**config.mk**
```make
export PLATFORM = sky130hd
export DESIGN_NAME = camera_pixel_to_rgb_converter
export DESIGN_NICKNAME = d
export VERILOG_FILES = /design/src/rtl/cp2rgb_pkg.sv /design/src/rtl/cp2rgb_chroma.sv /design/src/rtl/cp2rgb_lane.sv /design/src/rtl/cp2rgb_frame.sv /design/src/rtl/camera_pixel_to_rgb_converter.sv
export SDC_FILE = /design/constraint.sdc
export NUM_CORES = 1
export LEC_CHECK = 0
export ABC_AREA = 0
export BUFFER_PORTS_ARGS = -buffer_cell sky130_fd_sc_hd__buf_4
export CAP_MARGIN = 20
export CORE_MARGIN = 3
export CORE_UTILIZATION = 45
export CTS_CLUSTER_DIAMETER = 30
export CTS_CLUSTER_SIZE = 25
export DETAILED_ROUTE_END_ITERATION = 8
export PLACE_DENSITY_LB_ADDON = 0.12
export REMOVE_ABC_BUFFERS = 1
export SYNTH_ARGS = -nofsm -noshare
export SYNTH_HDL_FRONTEND = slang
export SYNTH_SLANG_ARGS = --single-unit
```
**constraint.sdc**
```tcl
create_clock -name clk -period 8.73 [get_ports clk]
set_clock_uncertainty 0.1 [all_clocks]
set_input_delay 0.873 -clock clk [delete_from_list [all_inputs] [get_ports clk]]
set_output_delay 0.873 -clock clk [all_outputs]
set_load 0.01 [all_outputs]
```
**src/rtl/cp2rgb_pkg.sv**
```systemverilog
// Shared types, constants and helpers of the camera pixel to RGB converter.
package cp2rgb_pkg;

	// Largest frame sizes that the position counters support.
	localparam int MAX_WIDTH  = 4096;
	localparam int MAX_HEIGHT = 4096;
	localparam int COUNT_LIMIT = 4096;
	localparam int MAX_W_EFF = (MAX_WIDTH < COUNT_LIMIT) ? MAX_WIDTH : COUNT_LIMIT;
	localparam int MAX_H_EFF = (MAX_HEIGHT < COUNT_LIMIT) ? MAX_HEIGHT : COUNT_LIMIT;

	localparam int POS_W  = 12;
	localparam int SIZE_W = 13;
	localparam int SUM_W  = 22;

	typedef logic signed [SUM_W-1:0] sum_t;

	// BT.601 coefficients in Q10.
	localparam sum_t K_Y   = 22'sd1192;
	localparam sum_t K_RV  = 22'sd1634;
	localparam sum_t K_GU  = 22'sd401;
	localparam sum_t K_GV  = 22'sd833;
	localparam sum_t K_BU  = 22'sd2066;
	localparam sum_t ROUND = 22'sd512;
	localparam logic [7:0] LUMA_OFS   = 8'd16;
	localparam logic [7:0] CHROMA_OFS = 8'd128;

	typedef enum logic [1:0] {
		FMT_YUY2  = 2'd0,
		FMT_BGR24 = 2'd1,
		FMT_BGRA  = 2'd2
	} fmt_t;

	typedef enum logic [7:0] {
		CFG_FORMAT    = 8'd0,
		CFG_WIDTH     = 8'd1,
		CFG_HEIGHT    = 8'd2,
		CFG_BOTTOM_UP = 8'd3
	} cfg_idx_t;

	typedef struct packed {
		logic [7:0] byte_zero;
		logic [7:0] byte_one;
		logic [7:0] byte_two;
		logic [7:0] byte_three;
	} in_word_t;

	typedef struct packed {
		logic [7:0]       red_first;
		logic [7:0]       green_first;
		logic [7:0]       blue_first;
		logic [7:0]       red_second;
		logic [7:0]       green_second;
		logic [7:0]       blue_second;
		logic             second_valid;
		logic [POS_W-1:0] dest_row;
		logic [POS_W-1:0] dest_col;
	} out_word_t;

	typedef struct packed {
		logic [7:0] red;
		logic [7:0] green;
		logic [7:0] blue;
	} rgb_t;

	// Chroma products shared by both lanes.
	typedef struct packed {
		sum_t red_v;
		sum_t green_u;
		sum_t green_v;
		sum_t blue_u;
	} chroma_t;

	// Where the pixels of one word land in the destination frame.
	typedef struct packed {
		logic             yuv;
		logic             second;
		logic [POS_W-1:0] row;
		logic [POS_W-1:0] col;
	} pos_t;

	typedef struct packed {
		logic en_s1;
		logic en_out;
	} pipe_ctl_t;

	// Rounded sum in Q10 to a byte, clamped to 0..255.
	function automatic logic [7:0] to_byte(sum_t t);
		logic [7:0] res;
		if (t[SUM_W-1]) begin
			res = 8'd0;
		end else if (|t[SUM_W-2:18]) begin
			res = 8'd255;
		end else begin
			res = t[17:10];
		end
		return res;
	endfunction

	// Frame size as the counters use it: zero acts as one, large values saturate.
	function automatic logic [SIZE_W-1:0] limit_size(logic [SIZE_W-1:0] v,
		logic [SIZE_W-1:0] maxv);
		logic [SIZE_W-1:0] res;
		if (v == '0) begin
			res = SIZE_W'(1);
		end else if (v > maxv) begin
			res = maxv;
		end else begin
			res = v;
		end
		return res;
	endfunction

endpackage

```
**src/rtl/cp2rgb_chroma.sv**
```systemverilog
// Chroma product stage shared by the two color lanes.
module cp2rgb_chroma import cp2rgb_pkg::*; (
	input  logic      clk,
	input  pipe_ctl_t ctl,
	input  logic [7:0] u,
	input  logic [7:0] v,
	output chroma_t   chroma_s1
);

	sum_t d;
	sum_t e;

	assign d = sum_t'($signed({1'b0, u})) - sum_t'($signed({1'b0, CHROMA_OFS}));
	assign e = sum_t'($signed({1'b0, v})) - sum_t'($signed({1'b0, CHROMA_OFS}));

	always_ff @(posedge clk) begin
		if (ctl.en_s1) begin
			chroma_s1.red_v   <= e * K_RV;
			chroma_s1.green_u <= d * K_GU;
			chroma_s1.green_v <= e * K_GV;
			chroma_s1.blue_u  <= d * K_BU;
		end
	end

endmodule

```
**src/rtl/cp2rgb_lane.sv**
```systemverilog
// One color lane: luma product, then sum, rounding and clamp of one pixel.
module cp2rgb_lane import cp2rgb_pkg::*; (
	input  logic       clk,
	input  pipe_ctl_t  ctl,
	input  logic [7:0] y,
	input  chroma_t    chroma_s1,
	output rgb_t       rgb
);

	sum_t y_ofs;
	sum_t luma_s1;

	assign y_ofs = sum_t'($signed({1'b0, y})) - sum_t'($signed({1'b0, LUMA_OFS}));

	always_ff @(posedge clk) begin
		if (ctl.en_s1) begin
			luma_s1 <= y_ofs * K_Y;
		end
	end

	assign rgb.red   = to_byte(luma_s1 + chroma_s1.red_v + ROUND);
	assign rgb.green = to_byte(luma_s1 - chroma_s1.green_u - chroma_s1.green_v + ROUND);
	assign rgb.blue  = to_byte(luma_s1 + chroma_s1.blue_u + ROUND);

endmodule

```
**src/rtl/cp2rgb_frame.sv**
```systemverilog
// Configuration registers and the raster position counters.
module cp2rgb_frame import cp2rgb_pkg::*; (
	input  logic              clk,
	input  logic              arst_n,
	input  logic              cfg_valid,
	output logic              cfg_ready,
	input  logic [7:0]        cfg_index,
	input  logic [SIZE_W-1:0] cfg_data,
	input  logic              accept,
	output pos_t              pos,
	output logic [SIZE_W-1:0] width_eff
);

	logic [1:0]        format_q;
	logic [SIZE_W-1:0] width_q;
	logic [SIZE_W-1:0] height_q;
	logic              bottom_up_q;
	logic [POS_W-1:0]  col_q;
	logic [POS_W-1:0]  row_q;

	logic [SIZE_W-1:0] height_eff;
	logic [POS_W-1:0]  col;
	logic [POS_W-1:0]  row;
	logic [SIZE_W-1:0] col_next;
	logic [SIZE_W-1:0] row_next;
	logic              cfg_hit;

	assign cfg_ready = 1'b1;

	assign width_eff  = limit_size(width_q, SIZE_W'(MAX_W_EFF));
	assign height_eff = limit_size(height_q, SIZE_W'(MAX_H_EFF));

	// Counters are always in range; the guard only matters if that ever breaks.
	assign col = ({1'b0, col_q} >= width_eff) ? '0 : col_q;
	assign row = ({1'b0, row_q} >= height_eff) ? '0 : row_q;

	always_comb begin
		pos.yuv    = (format_q == FMT_YUY2);
		pos.second = pos.yuv && (({1'b0, col} + SIZE_W'(1)) < width_eff);
		pos.col    = col;
		pos.row    = bottom_up_q ? POS_W'(height_eff - SIZE_W'(1) - {1'b0, row}) : row;
		col_next   = {1'b0, col} + (pos.yuv ? SIZE_W'(2) : SIZE_W'(1));
		row_next   = {1'b0, row} + SIZE_W'(1);
	end

	always_comb begin
		case (cfg_index)
			CFG_FORMAT, CFG_WIDTH, CFG_HEIGHT, CFG_BOTTOM_UP: cfg_hit = cfg_valid;
			default: cfg_hit = 1'b0;
		endcase
	end

	always_ff @(posedge clk or negedge arst_n) begin
		if (!arst_n) begin
			format_q    <= FMT_YUY2;
			width_q     <= SIZE_W'(640);
			height_q    <= SIZE_W'(480);
			bottom_up_q <= 1'b0;
		end else if (cfg_valid) begin
			case (cfg_index)
				CFG_FORMAT:    format_q    <= cfg_data[1:0];
				CFG_WIDTH:     width_q     <= cfg_data;
				CFG_HEIGHT:    height_q    <= cfg_data;
				CFG_BOTTOM_UP: bottom_up_q <= cfg_data[0];
				default: ;
			endcase
		end
	end

	// Any register write starts a new frame.
	always_ff @(posedge clk or negedge arst_n) begin
		if (!arst_n) begin
			col_q <= '0;
			row_q <= '0;
		end else if (cfg_hit) begin
			col_q <= '0;
			row_q <= '0;
		end else if (accept) begin
			if (col_next >= width_eff) begin
				col_q <= '0;
				row_q <= (row_next >= height_eff) ? '0 : row_next[POS_W-1:0];
			end else begin
				col_q <= col_next[POS_W-1:0];
				row_q <= row;
			end
		end
	end

endmodule

```
**src/rtl/camera_pixel_to_rgb_converter.sv**
```systemverilog
// Top level of the camera pixel to RGB converter: lanes, merge and output register.
//
// Input words arrive on in_valid/in_ready/in_data, one packed four-byte word each.
// Every accepted word gives exactly one result word on out_valid/out_ready/out_data.
// In YUY2 mode the word carries two pixels that share their chroma; two color
// lanes convert them side by side and the merge stage builds the result, with
// the second pixel dropped when the first one ends its row. In the BGR modes
// the bytes pass straight through with red and blue swapped.
// Each word passes two register stages on its way to out_valid: the product
// stage holds the products of the constant multipliers, then the output register
// holds the clamped colors. Throughput is one word per cycle while out_ready
// stays high, set by the two-stage pipeline in which each stage advances as
// soon as the stage after it frees up.
// When the receiver stalls, the product stage still takes one more word, so
// in_ready falls only when both stages are full.
// Configuration writes on cfg_valid/cfg_index/cfg_data are always taken; a write
// to one of the four defined registers restarts the frame counters at row zero,
// column zero. Reset empties the pipeline and loads YUY2, 640 by 480, top-down order.
module camera_pixel_to_rgb_converter import cp2rgb_pkg::*; (
	input  logic              clk,
	input  logic              arst_n,
	input  logic              in_valid,
	output logic              in_ready,
	input  in_word_t          in_data,
	output logic              out_valid,
	input  logic              out_ready,
	output out_word_t         out_data,
	input  logic              cfg_valid,
	output logic              cfg_ready,
	input  logic [7:0]        cfg_index,
	input  logic [SIZE_W-1:0] cfg_data
);

	pipe_ctl_t         ctl;
	logic              accept;
	pos_t              pos;
	logic [SIZE_W-1:0] width_eff;
	chroma_t           chroma_s1;
	rgb_t              lane_rgb [2];

	logic              s1_valid;
	pos_t              pos_s1;
	in_word_t          word_s1;
	logic              out_valid_q;
	out_word_t         out_data_q;
	out_word_t         merged;

	// A stage moves on when the stage after it is empty or drains this cycle.
	assign ctl.en_out = !out_valid_q || out_ready;
	assign ctl.en_s1  = !s1_valid || ctl.en_out;
	assign in_ready   = ctl.en_s1;
	assign accept     = in_valid && ctl.en_s1;

	cp2rgb_frame u_frame (
		.clk       (clk),
		.arst_n    (arst_n),
		.cfg_valid (cfg_valid),
		.cfg_ready (cfg_ready),
		.cfg_index (cfg_index),
		.cfg_data  (cfg_data),
		.accept    (accept),
		.pos       (pos),
		.width_eff (width_eff)
	);

	cp2rgb_chroma u_chroma (
		.clk       (clk),
		.ctl       (ctl),
		.u         (in_data.byte_one),
		.v         (in_data.byte_three),
		.chroma_s1 (chroma_s1)
	);

	// Lane zero converts Y0, lane one converts Y1.
	cp2rgb_lane u_lane0 (
		.clk       (clk),
		.ctl       (ctl),
		.y         (in_data.byte_zero),
		.chroma_s1 (chroma_s1),
		.rgb       (lane_rgb[0])
	);

	cp2rgb_lane u_lane1 (
		.clk       (clk),
		.ctl       (ctl),
		.y         (in_data.byte_two),
		.chroma_s1 (chroma_s1),
		.rgb       (lane_rgb[1])
	);

	always_ff @(posedge clk or negedge arst_n) begin
		if (!arst_n) begin
			s1_valid <= 1'b0;
		end else if (ctl.en_s1) begin
			s1_valid <= in_valid;
		end
	end

	always_ff @(posedge clk) begin
		if (accept) begin
			pos_s1  <= pos;
			word_s1 <= in_data;
		end
	end

	// Merge the lanes, or pass the BGR bytes through, into one result word.
	always_comb begin
		merged = '0;
		merged.dest_row = pos_s1.row;
		merged.dest_col = pos_s1.col;
		if (pos_s1.yuv) begin
			merged.red_first   = lane_rgb[0].red;
			merged.green_first = lane_rgb[0].green;
			merged.blue_first  = lane_rgb[0].blue;
			if (pos_s1.second) begin
				merged.red_second   = lane_rgb[1].red;
				merged.green_second = lane_rgb[1].green;
				merged.blue_second  = lane_rgb[1].blue;
				merged.second_valid = 1'b1;
			end
		end else begin
			merged.red_first   = word_s1.byte_two;
			merged.green_first = word_s1.byte_one;
			merged.blue_first  = word_s1.byte_zero;
		end
	end

	always_ff @(posedge clk or negedge arst_n) begin
		if (!arst_n) begin
			out_valid_q <= 1'b0;
		end else if (ctl.en_out) begin
			out_valid_q <= s1_valid;
		end
	end

	always_ff @(posedge clk) begin
		if (ctl.en_out && s1_valid) begin
			out_data_q <= merged;
		end
	end

	assign out_valid = out_valid_q;
	assign out_data  = out_data_q;

	// The input side only backs up when both pipeline stages hold a word.
	a_ready_only_when_full: assert property (@(posedge clk) disable iff (!arst_n)
		!in_ready |-> (s1_valid && out_valid_q))
		else $error("in_ready low while the pipeline has room");

	// YUY2 pairs always start on an even column.
	a_pair_even_col: assert property (@(posedge clk) disable iff (!arst_n)
		(out_valid_q && out_data_q.second_valid) |-> !out_data_q.dest_col[0])
		else $error("pixel pair starts on an odd column");

	// An absent second pixel carries zero colors.
	a_absent_second_zero: assert property (@(posedge clk) disable iff (!arst_n)
		(out_valid_q && !out_data_q.second_valid) |->
			(out_data_q.red_second == 8'd0 && out_data_q.green_second == 8'd0 &&
			 out_data_q.blue_second == 8'd0))
		else $error("absent second pixel has nonzero color");

	// The column counter stays inside the active row.
	a_col_in_range: assert property (@(posedge clk) disable iff (!arst_n)
		({1'b0, u_frame.col_q} < width_eff))
		else $error("column counter beyond frame width");

endmodule
```
==> insert_results.sql, run 1 <==
INSERT INTO impl_metrics (metric_group, metric, value, unit) VALUES
('place', 'post_dp_hpwl', '51700', 'microns'),
('synth', 'syn_inst', '2419', ''),
('cts', 'cts_inserted_buffers', '76', ''),
('route', 'post_route_wl', '64700', 'microns'),
('run', 'drv_cap', '0', ''),
('floorplanning', 'die_width', '246', 'microns'),
('route', 'route.detailed.wl_per_inst', '18.9', 'microns'),
('timing', 'finalSetupTns', '0', 'ns'),
('grt', 'globalRouteTotalUtil', '21.9', '%'),
('cts', 'worst_skew_pair.late_latency', '0.61', 'ns'),
('timing', 'grt_setup_unrepaired', 'no', ''),
('floorplanning', 'std_cell_rows', '87', ''),
('synth', 'netlist_area', '0.0260', 'sq mm'),
('worst_setup_path', 'setup.worst_path.start_class', 'register', ''),
('worst_setup_path', 'worstSetupPathType', 'reg -> reg', ''),
('cts', 'cts_hold_buf', '0', ''),
('worst_setup_path', 'worst-endpoint-arrival', '6.78', 'ns'),
('place', 'final_replace_weighted_congestion', '0.878', ''),
('timing', 'final_period_minus_worst_setup_slack', '6.40', 'ns'),
('layout', 'fin_nets', '3305', ''),
('cts', 'tritoncts_clock_tree', 'done', ''),
('timing', 'timing.hold.ws', '0.211', 'ns'),
('route', 'detailedRoute.firstIterationViolations', '771', ''),
('timing', 'finalHoldViolations', '0', ''),
('floorplanning', 'boundaryPins', '134', ''),
('place', 'place.port_buffers', '132', ''),
('pwr', 'vdd.ir_drop.worst', '256', 'uV'),
('synth', 'synth_top_flop_cell', 'edfxtp_1', ''),
('timing', 'slew_viols_final', '0', ''),
('pwr', 'p_leak', '14.8', 'nW'),
('layout', 'post_route_cells_drive_above_1_share', '12.3', '%'),
('worst_setup_path', 'cp_max_fanout', '29', ''),
('route', 'drt-pass1-iter-count', '7', ''),
('grt', 'met1_global_route_usage', '26.4', '%'),
('cts', 'clkTransAtPathRegs', '0.05', 'ns'),
('timing', 'achievable-frequency', '0.156', 'GHz'),
('floorplanning', 'die_y', '246', 'microns'),
('cts', 'post_cts_resize_count', '0', ''),
('timing', 'worst_slew_pin_slew', '1.10', 'ns'),
('cts', 'cts.root.buffer_cell', 'clkbuf_16', ''),
('worst_setup_path', 'critical_path.endpoint_type', 'register', ''),
('grt', 'grt_use_met3', '5.07', '%'),
('layout', 'ant_diodes', '0', ''),
('synth', 'synth-async-reset-ratio', '18.6', '%'),
('grt', 'grt_antenna_before_repair', '3', ''),
('cts', 'cts.repair_timing.setup_buffer_count', '0', ''),
('grt', 'vias_in_the_first_global_route', '18900', ''),
('synth', 'number_of_enable_type_register_cells_in_the_synthesized_netlist', '240', ''),
('route', 'ant_nets', '0', ''),
('synth', 'synth_seq_area_share', '33.1', '%'),
('grt', 'grt_overflow_total', '0', ''),
('grt', 'maximum_number_of_pins_on_one_net_before_global_route_repair', '70', ''),
('floorplanning', 'design.core.area', '0.0567', 'sq mm'),
('timing', 'slew_headroom', '27.0', '%'),
('floorplanning', 'initial_standard_cell_utilization_of_the_core', '45.8', '%'),
('worst_hold_path', 'hold_path_class', 'in -> async', ''),
('worst_setup_path', 'crit_required', '9.11', 'ns'),
('synth', 'ys.warnings.count', '0', ''),
('timing', 'post-route-period-util', '73.3', '%'),
('synth', 'synth.lib_cells_used.distinct', '85', ''),
('layout', 'area_growth', '17.5', '%'),
('floorplanning', 'die-area', '0.0606', 'sq mm'),
('route', 'vias_per_cell', '5.35', ''),
('pwr', 'design_power_total', '11.8', 'mW'),
('worst_setup_path', 'cells_on_worst_reg2reg_path', '27', ''),
('synth', 'ys_seq_elements', '295', ''),
('cts', 'htreeDepth', '3', ''),
('cts', 'clock_sinks', '295', ''),
('outcome', 'outcome', 'completed', ''),
('pwr', 'pwr_density_cell', '388', 'mW/mm^2'),
('synth', 'synth_area_per_cell', '10.7', 'sq um'),
('grt', 'grt-busiest-layer', 'met2', ''),
('grt', 'gr-usage-met2', '37.9', '%'),
('route', 'routed-via-count', '18300', ''),
('timing', 'finalSetupViolCount', '0', ''),
('route', 'drc_errors', '0', ''),
('grt', 'grt_first_pass_wirelength', '103000', 'microns'),
('cts', 'clock_path_buffers', '3', '');
[worst max-delay path: stages (launching register included)]
cell and delay, ns:
dfrtp_1 0.39, nor4_1 0.30, a31oi_1 0.12, nor2_1 0.20
ha_1 0.26, nand2b_1 0.14, a21o_1 0.17, a21o_1 0.17
a21oi_1 0.15, o2111ai_1 0.15, and3_1 0.20, buf_4 0.23
nor2_1 0.23, ha_1 0.25, fa_1 0.37, nand3_1 0.18
xor2_1 0.17, nor2_1 0.14, ha_1 0.27, a21o_1 0.16
a21oi_1 0.14, nor2b_1 0.06, o211ai_1 0.17, nand3_1 0.12
a21oi_1 0.85, nor4_1 0.11, buf_4 0.23, a22o_1 0.23
[layer usage]
layer | vias up | share of wire (%)
met2 | 388 | 48
met3 | 136 | 4.8
li1 | 9039 | -
met1 | 8716 | 43
met4 | 4 | 3.9
met5 | - | 0.046
[cell usage after synthesis, drive strengths merged (12+ instances only)]
cell	count	area (sq um)
nor4	17	106
a21o	64	480
nand3	48	240
and2	19	119
nand2	125	469
fa	94	1880
mux2	32	360
a31oi	15	100
and3	16	100
a22o	12	105
ha	553	6920
nor3	36	180
o22ai	18	113
nand4	17	113
buf	13	68.8
clkbuf	25	93.8
dfrtp	49	1230
a21oi	96	488
edfxtp	240	7210
o21ai	92	468
inv	284	1070
xor2	65	577
nor2	148	556
o21bai	22	169
nor2b	36	225
xnor2	108	946
o21a	32	240
[flip-flops by register name (all words and copies together), names as in the netlist, 2 cells and up]
register and flops:
u_frame.width_q 13, u_frame.col_q 12, pos_s1 2, u_chroma.chroma_s1 79, word_s1 24, u_frame.row_q 12
u_frame.format_q 2, u_lane0.luma_s1 19, out_data 73, u_lane1.luma_s1 19, merged 24, u_frame.height_q 13
[path summary, 6_finish.rpt]
check | startpoint | end | slack (ns)
setup / recovery | u_frame.width_q[1]$_DFFE_PN0P_ | u_frame.row_q[1]$_DFFE_PN0P_ | 2.33
setup reg to reg | u_frame.width_q[1]$_DFFE_PN0P_ | u_frame.row_q[1]$_DFFE_PN0P_ | 2.33
min in group clk | merged[8]$_DFFE_PP_ | out_data[8]$_DFFE_PP_ | 0.31
hold reg to reg | merged[8]$_DFFE_PP_ | out_data[8]$_DFFE_PP_ | 0.31
hold / removal | arst_n | u_frame.col_q[9]$_DFFE_PN0P_ | 0.21
max in group asynchronous | arst_n | u_frame.row_q[1]$_DFFE_PN0P_ | 7.81
[per-stage QoR]
| step | setup WS, ns | util, % | cell area [sq um] | instances |
|---|---|---|---|---|
| 3_3_place_gp | 2.42 | 49.1 | 27800 | 3277 |
| 2_1_floorplan | 1.77 | - | 25800 | 2381 |
| 6_report | 2.33 | 53.8 | 30500 | 3418 |
| 3_5_place_dp | 2.20 | 49.1 | 27800 | 3277 |
| 4_1_cts | 2.18 | 53.8 | 30500 | 3417 |
| 5_1_grt | 1.81 | 53.8 | 30500 | 3418 |
[report_power, final]
part	switching (mW)	leakage (nW)	internal, mW	total [mW]
Sequential	0.282	3.14	2.00	2.28
Combinational	3.84	10.4	2.78	6.62
Clock	0.887	1.30	2.05	2.93
[cells in the final DEF, fill, tap and decap left out, drive strengths merged, types with 6 or more instances in the layout]
cell and instances:
fa 94, a31oi 15, xnor2 108, xor2 65
nor4 17, buf 141, nand3 48, nor2b 36
edfxtp 240, a32o 6, mux2i 6, and4 7
clkinv 26, bufinv 13, nand2 125, a211oi 7
o211a 10, dfrtp 49, o211ai 8, and2 19
o21bai 22, and3 16, nand2b 11, nand4 17
o22ai 18, nor3 36, a21oi 96, or2 8
clkbuf 95, o21a 32, a21o 64, inv 286
a22o 12, ha 553, o21ai 92, mux2 32
nor2 148, o2111ai 6, dfstp 6
[cells by family (layout without fill, tap and decap cells)]
kind of cell / Yosys count / in the layout / synth area share (%)
fa+ha+maj: 649 / 649 / 34.0
simple gates: 505 / 505 / 9.36
compound gates: 436 / 436 / 11.4
buf+inv: 322 / 565 / 4.73
flops: 295 / 295 / 33.1
xor+xnor: 173 / 173 / 5.86
mux: 38 / 38 / 1.62
other cells: 1 / 1 / 0.0144
[area by class of cell]
type / instances / area, sq um
fill: 5075 / 26200
multi-input combinational: 1802 / 16200
sequential: 295 / 8590
clock buffer: 95 / 2050
inverter: 284 / 1070
timing repair buffer: 141 / 1060
tap: 756 / 946
clock inverter: 45 / 653
(Power assumes the default switching activity.)
==> run 2, diff against run 1 <==
- ABC_AREA: 0 -> 1
- clock period: 8.73 -> 5.5 ns (I/O delays scaled with it)
==> insert_results.sql, run 2 <==
INSERT INTO impl_metrics (metric_group, metric, value, unit) VALUES
('grt', 'vias_in_the_first_global_route', '21600', ''),
('worst_setup_path', 'critPathSlowestCell', 'fa_1', ''),
('route', 'route.detailed.wl_per_inst', '18.6', 'microns'),
('route', 'detailedRoute.firstIterationViolations', '1208', ''),
('synth', 'ys_seq_elements', '295', ''),
('timing', 'finalWorstSetupSlack', '0.396', 'ns'),
('timing', 'post-route-period-util', '92.8', '%'),
('pwr', 'pwr_density_cell', '664', 'mW/mm^2'),
('place', 'post_dp_hpwl', '60600', 'microns'),
('synth', 'synth_top_family_by_area', 'adder cells', ''),
('synth', 'synth_seq_area_share', '31.5', '%'),
('grt', 'maximum_number_of_pins_on_one_net_before_global_route_repair', '79', ''),
('route', 'drc_errors', '0', ''),
('cts', 'htreeDepth', '3', ''),
('floorplanning', 'die_y', '252', 'microns'),
('synth', 'share_of_synthesized_cell_area_in_and_or_nand_and_nor_gates', '15.0', '%'),
('floorplanning', 'die-area', '0.0635', 'sq mm'),
('route', 'post_route_wl', '75300', 'microns'),
('synth', 'ys.warnings.count', '0', ''),
('synth', 'most_instantiated_library_cell_after_synthesis', 'nand2_1', ''),
('layout', 'largest_register_ffs', '79', ''),
('cts', 'clkTransAtPathRegs', '0.05', 'ns'),
('synth', 'number_of_enable_type_register_cells_in_the_synthesized_netlist', '240', ''),
('layout', 'nFillCells', '5401', ''),
('outcome', 'outcome', 'completed', ''),
('pwr', 'vdd.ir_drop.worst', '445', 'uV'),
('route', 'routed-via-count', '21300', ''),
('synth', 'synth_area_per_cell', '9.16', 'sq um'),
('place', 'place.port_buffers', '132', ''),
('synth', 'syn_inst', '2975', ''),
('place', 'dp_worst_setup_slack', '0.0108', 'ns'),
('worst_setup_path', 'setup.worst_path.start_class', 'register', ''),
('timing', 'final_period_minus_worst_setup_slack', '5.10', 'ns'),
('layout', 'regMostFlops', 'u_chroma.chroma_s1', ''),
('cts', 'cts_inserted_buffers', '78', ''),
('route', 'vias_per_cell', '5.26', ''),
('synth', 'xor_xnor_share_of_the_synthesized_area', '5.63', '%'),
('synth', 'yosys.area_share.adder', '32.3', '%'),
('synth', 'synth_top_cell_by_area', 'edfxtp_1', ''),
('timing', 'achievable-frequency', '0.196', 'GHz'),
('worst_hold_path', 'worstHoldPathCells', '1', ''),
('layout', 'utilization', '54.2', '%'),
('synth', 'yosys.area.top_type_share', '26.5', '%'),
('route', 'drt-pass1-iter-count', '5', ''),
('place', 'final_replace_weighted_congestion', '0.936', ''),
('layout', 'mostFrequentLayoutCell', 'nand2_1', ''),
('floorplanning', 'std_cell_rows', '89', ''),
('cts', 'worst_skew_pair.late_latency', '0.61', 'ns'),
('worst_setup_path', 'worst_path_largest_cell_delay', '0.42', 'ns'),
('synth', 'netlist_area', '0.0272', 'sq mm'),
('timing', 'finalSetupViolCount', '0', ''),
('worst_setup_path', 'cp_max_fanout', '9', ''),
('grt', 'grt_first_pass_wirelength', '117000', 'microns'),
('synth', 'synthTopCellsByArea', 'edfxtp_1 26%, ha_1 25%, nand2_1 7.7%', ''),
('floorplanning', 'boundaryPins', '134', ''),
('cts', 'clock_path_buffers', '3', ''),
('synth', 'synth-async-reset-ratio', '18.6', '%'),
('synth', 'synth_top_flop_cell', 'edfxtp_1', ''),
('cts', 'tritoncts_clock_tree', 'done', ''),
('synth', 'synth.lib_cells_used.distinct', '56', ''),
('worst_hold_path', 'hold_path_class', 'in -> reg', ''),
('synth', 'synth_top_cells_by_count', '559 x nand2_1, 553 x ha_1, 425 x inv_1', ''),
('grt', 'grt_overflow_total', '0', ''),
('worst_setup_path', 'cells_on_worst_reg2reg_path', '30', ''),
('worst_setup_path', 'worstSetupPathType', 'reg -> reg', ''),
('layout', 'fin_nets', '3907', ''),
('floorplanning', 'design.core.area', '0.0595', 'sq mm'),
('grt', 'globalRouteTotalUtil', '23.9', '%'),
('cts', 'cts.root.buffer_cell', 'clkbuf_16', ''),
('timing', 'finalHoldViolations', '0', ''),
('worst_setup_path', 'critical_path.most_common_cell', 'nand2_1', ''),
('timing', 'slew_viols_final', '0', ''),
('floorplanning', 'die_width', '252', 'microns'),
('floorplanning', 'initial_standard_cell_utilization_of_the_core', '45.8', '%'),
('timing', 'slew_headroom', '30.2', '%'),
('timing', 'worst_slew_pin_slew', '1.05', 'ns'),
('route', 'ant_nets', '0', ''),
('layout', 'post_route_cells_drive_above_1_share', '11.0', '%'),
('worst_setup_path', 'crit_required', '5.88', 'ns'),
('synth', 'yosys-mux-area-fraction', '0', '%'),
('run', 'drv_cap', '0', ''),
('cts', 'clock_sinks', '295', ''),
('pwr', 'p_leak', '16.1', 'nW'),
('layout', 'area_growth', '18.3', '%'),
('worst_setup_path', 'worst-endpoint-arrival', '5.49', 'ns'),
('layout', 'final_cell_mix', '552 x nand2_1, 551 x ha_1, 423 x inv_1, 240 x edfxtp_1, 214 x a21oi_1', ''),
('grt', 'grt_antenna_before_repair', '2', ''),
('synth', 'share_of_the_synthesized_area_in_compound_gates_ao_oa_aoi_oai', '9.23', '%'),
('worst_setup_path', 'critical_path.endpoint_type', 'register', '');
==> run 2: worst max-delay path: cells and delay by family, from the launching register on <==
family                   cells  cell delay (ns)
AND/OR/NAND/NOR             20             2.42
adder cells (fa/ha/maj)      4             1.30
flip-flops                   1             0.41
buffers and inverters        3             0.38
AO/OA/AOI/OAI                3             0.36
==> run 2: area by class of cell <==
cell class / count / area [sq um] / share of cell area, %
flip-flops and latches: 295 / 8590 / 26.7
clock inverters: 51 / 647 / 2.01
repair buffers: 157 / 1190 / 3.70
clock buffers: 91 / 2070 / 6.43
diodes: 2 / 5.00 / 0.0155
multi-input cells: 2234 / 17100 / 53.1
well taps: 773 / 967 / 3.00
inverters: 436 / 1640 / 5.09
==> run 2: timing repair <==
| item | 4_1_cts | 5_1_grt |
|---|---|---|
| hold buffers | 1 | 0 |
| pin swaps | 0 | 6 |
| endpoints found under the hold margin | 49 | 0 |
| endpoints found under the setup margin | 6 | 24 |
| buffers inserted | 0 | 2 |
| cloned | 0 | 1 |
| resized for setup | 1 | 31 |
==> run 2: path summary, 6_finish.rpt <==
check,from,to,slack [ns]
min,in_data[28],word_s1[28]$_DFFE_PP_,0.05
max in group asynchronous,arst_n,u_frame.row_q[10]$_DFFE_PN0P_,4.32
min in group asynchronous,arst_n,u_frame.col_q[5]$_DFFE_PN0P_,0.45
min reg2reg,merged[21]$_DFFE_PP_,out_data[21]$_DFFE_PP_,0.31
max reg2reg,u_frame.width_q[3]$_DFFE_PN0P_,u_frame.row_q[4]$_DFFE_PN0P_,0.40
max,u_frame.width_q[3]$_DFFE_PN0P_,u_frame.row_q[4]$_DFFE_PN0P_,0.40
==> run 2: power breakdown <==
group          total, mW  switching (mW)  internal [mW]
combinational       12.9            8.00           4.86
clock               4.68            1.46           3.22
sequential          3.86           0.581           3.28
==> run 2: stage by stage <==
| step | cell area (sq um) | power [mW] | hold WS, ns | TNS (ns) | std cells |
|---|---|---|---|---|---|
| 3_5_place_dp | 29300 | 16.5 | 0.305 | 0 | 3891 |
| 3_3_place_gp | 29300 | 16.5 | 0.307 | 0 | 3891 |
| 4_1_cts | 32100 | 21.4 | 0.00318 | 0 | 4034 |
| 2_1_floorplan | 27200 | 12.9 | 0.154 | -12.32 | 2964 |
| 6_report | 32200 | 21.4 | 0.0457 | 0 | 4039 |
| 5_1_grt | 32200 | 23.3 | 0.0126 | -0.00429 | 4037 |
==> run 2: cells by family after synthesis <==
logic type               count (synthesis)
other                                    1
flip-flops                             295
XOR/XNOR                               175
buffers and inverters                  447
AND/OR/NAND/NOR                        953
AO/OA/AOI/OAI                          457
adder cells (fa/ha/maj)                647
==> run 2: per-layer routing <==
metal / up-vias / GRT usage, % / wire (microns)
met3: 157 / 4.20 / 3250
li1: 10600 / - / -
met4: 0 / 8.83 / 2970
met1: 10000 / 30.5 / 33500
met5: - / 0 / 0
met2: 462 / 40.5 / 35500
==> run 3, diff against run 2 <==
- ABC_CLOCK_PERIOD_IN_PS: default -> 5500
- CELL_PAD_IN_SITES_DETAIL_PLACEMENT: default -> 1
- CELL_PAD_IN_SITES_GLOBAL_PLACEMENT: default -> 2
- CORE_UTILIZATION: 45 -> 37
==> insert_results.sql, run 3 (synthesis gave the netlist of run 2 again) <==
INSERT INTO impl_metrics (metric_group, metric, value, unit) VALUES
('worst_setup_path', 'critical_path.endpoint_type', 'register', ''),
('worst_setup_path', 'worst_path_largest_cell_delay', '0.39', 'ns'),
('grt', 'grt_first_pass_wirelength', '134000', 'microns'),
('floorplanning', 'boundaryPins', '134', ''),
('timing', 'finalSetupTns', '0', 'ns'),
('route', 'drt-pass1-iter-count', '5', ''),
('floorplanning', 'initial_standard_cell_utilization_of_the_core', '37.7', '%'),
('grt', 'vias_in_the_first_global_route', '23300', ''),
('layout', 'largest_register_ffs', '79', ''),
('layout', 'mostFrequentLayoutCell', 'nand2_1', ''),
('cts', 'clock_sinks', '295', ''),
('cts', 'cts_inserted_buffers', '82', ''),
('worst_setup_path', 'crit_required', '5.92', 'ns'),
('run', 'drv_cap', '0', ''),
('timing', 'slew_viols_final', '0', ''),
('timing', 'finalHoldViolations', '0', ''),
('timing', 'achievable-frequency', '0.195', 'GHz'),
('worst_hold_path', 'worstHoldPathCells', '1', ''),
('place', 'post_dp_cell_area', '0.0296', 'sq mm'),
('cts', 'tritoncts_clock_tree', 'done', ''),
('layout', 'fin_area', '0.0326', 'sq mm'),
('place', 'place.port_buffers', '132', ''),
('layout', 'post_route_cells_drive_above_1_share', '11.0', '%'),
('worst_setup_path', 'worst-endpoint-arrival', '5.55', 'ns'),
('grt', 'grt_overflow_total', '0', ''),
('timing', 'slew_headroom', '21.8', '%'),
('cts', 'worst_skew_pair.late_latency', '0.64', 'ns'),
('worst_setup_path', 'cp_max_fanout', '10', ''),
('route', 'drc_errors', '0', ''),
('layout', 'regMostFlops', 'u_chroma.chroma_s1', ''),
('pwr', 'vdd.ir_drop.worst', '618', 'uV'),
('timing', 'final_period_minus_worst_setup_slack', '5.13', 'ns'),
('floorplanning', 'std_cell_rows', '98', ''),
('grt', 'maximum_number_of_pins_on_one_net_before_global_route_repair', '62', ''),
('layout', 'fin_nets', '3916', ''),
('worst_setup_path', 'rr_endpoint', 'u_frame.row_q[11]$_DFFE_PN0P_', ''),
('place', 'post_dp_hpwl', '70800', 'microns'),
('worst_hold_path', 'hold_path_class', 'in -> reg', ''),
('timing', 'finalSetupViolCount', '0', ''),
('cts', 'clock_path_buffers', '3', ''),
('timing', 'post-route-period-util', '93.2', '%'),
('cts', 'cts.root.buffer_cell', 'clkbuf_16', ''),
('worst_hold_path', 'worst_hold_startpoint', 'in_data[13]', ''),
('worst_setup_path', 'setup.worst_path.start_class', 'register', ''),
('cts', 'htreeDepth', '3', ''),
('worst_setup_path', 'critical_path.most_common_cell', 'nand2_1', ''),
('worst_setup_path', 'cells_on_worst_reg2reg_path', '31', ''),
('worst_setup_path', 'crit-reg2reg-launch', 'u_frame.width_q[3]$_DFFE_PN0P_', ''),
('pwr', 'p_leak', '16.2', 'nW'),
('worst_setup_path', 'worstSetupPathType', 'reg -> reg', ''),
('layout', 'final_cell_mix', '556 x nand2_1, 552 x ha_1, 423 x inv_1, 240 x edfxtp_1, 214 x a21oi_1', ''),
('floorplanning', 'die_width', '277', 'microns'),
('worst_setup_path', 'worst_path_dominant_cell_family', 'simple AND/OR/NAND/NOR gates', ''),
('layout', 'area_growth', '19.8', '%'),
('floorplanning', 'design.core.area', '0.0722', 'sq mm'),
('place', 'final_replace_weighted_congestion', '0.916', ''),
('route', 'route.detailed.wl_per_inst', '20.4', 'microns'),
('route', 'detailedRoute.firstIterationViolations', '765', ''),
('route', 'ant_nets', '0', ''),
('pwr', 'pwr_density_cell', '672', 'mW/mm^2'),
('timing', 'worst_slew_pin_slew', '1.17', 'ns'),
('worst_hold_path', 'hold-path-endpoint', 'word_s1[13]$_DFFE_PP_', ''),
('grt', 'grt_antenna_before_repair', '6', ''),
('route', 'routed-via-count', '21600', ''),
('worst_setup_path', 'critPathSlowestCell', 'dfrtp_1', ''),
('worst_setup_path', 'cp_num_buf_inv', '4', ''),
('floorplanning', 'die_y', '277', 'microns'),
('layout', 'utilization', '45.2', '%'),
('floorplanning', 'die-area', '0.0769', 'sq mm'),
('pwr', 'design_power_total', '21.9', 'mW'),
('outcome', 'outcome', 'completed', ''),
('grt', 'globalRouteTotalUtil', '22.4', '%'),
('cts', 'clkTransAtPathRegs', '0.04', 'ns'),
('route', 'post_route_wl', '86200', 'microns'),
('route', 'vias_per_cell', '5.10', ''),
('worst_setup_path', 'r2r_setup_slack', '0.37', 'ns');
## run 3: worst reg2reg max path: cells and delay by family (launching register included)
kind / cells / cell delay, ns
fa+ha+maj: 3 / 0.90
simple gates: 18 / 2.32
compound gates: 6 / 0.86
buf+inv: 4 / 0.46
flops: 1 / 0.39
## run 3: area by class of cell
type	instances	area, sq um
flip-flops and latches	295	8590
inverters	436	1640
multi-input cells	2235	17100
well taps	950	1190
clock inverters	58	714
fillers	8282	39600
diodes	3	7.51
repair buffers	161	1270
clock buffers	94	2110
## run 3: how the worst max path moves through the flow
stage	slack (ns)	depth (start not counted)	start	end
after floorplan	-0.64	7	out_ready	u_frame.row_q[2]$_DFFE_PN0P_
after global placement	0.04	29	u_frame.width_q[1]$_DFFE_PN0P_	u_frame.row_q[8]$_DFFE_PN0P_
after detailed placement	-0.05	29	u_frame.width_q[1]$_DFFE_PN0P_	u_frame.row_q[11]$_DFFE_PN0P_
after CTS	0.05	29	u_frame.width_q[1]$_DFFE_PN0P_	u_frame.row_q[4]$_DFFE_PN0P_
after global routing	-0.01	34	u_frame.height_q[0]$_DFFE_PN0P_	u_frame.row_q[11]$_DFFE_PN0P_
final	0.37	31	u_frame.width_q[3]$_DFFE_PN0P_	u_frame.row_q[11]$_DFFE_PN0P_
## run 3: stage by stage
step | setup slack (ns) | hold slack, ns | std cells
finish | 0.372 | 0.0371 | 4232
global route | -0.0133 | 0.00214 | 4229
CTS | 0.0547 | 0.00246 | 4224
detailed placement | -0.0526 | 0.306 | 4068
global placement | 0.0388 | 0.305 | 4068
floorplan | -0.640 | 0.154 | 2964
## run 3: timing repair
item | CTS | global route
setup buffers | 0 | 1
cloned | 0 | 2
endpoints found under the setup margin | 10 | 27
hold buffers | 4 | 1
pin swaps | 0 | 4
resized for setup | 3 | 30
hold endpoints to repair | 52 | 1
## run 3: report_power, final
group | internal, mW | total, mW | leakage, nW | switching, mW
Combinational | 4.93 | 13.3 | 11.7 | 8.40
Sequential | 3.27 | 3.83 | 3.14 | 0.554
Clock | 3.16 | 4.77 | 1.33 | 1.61
## run 3: layer usage
metal	vias up	share of wire, %	global-route usage [%]
met5	-	0.048	0
met4	6	3.3	7.07
met3	168	3.7	3.95
met2	351	47	37.9
met1	10400	46	29.1
li1	10600	-	-
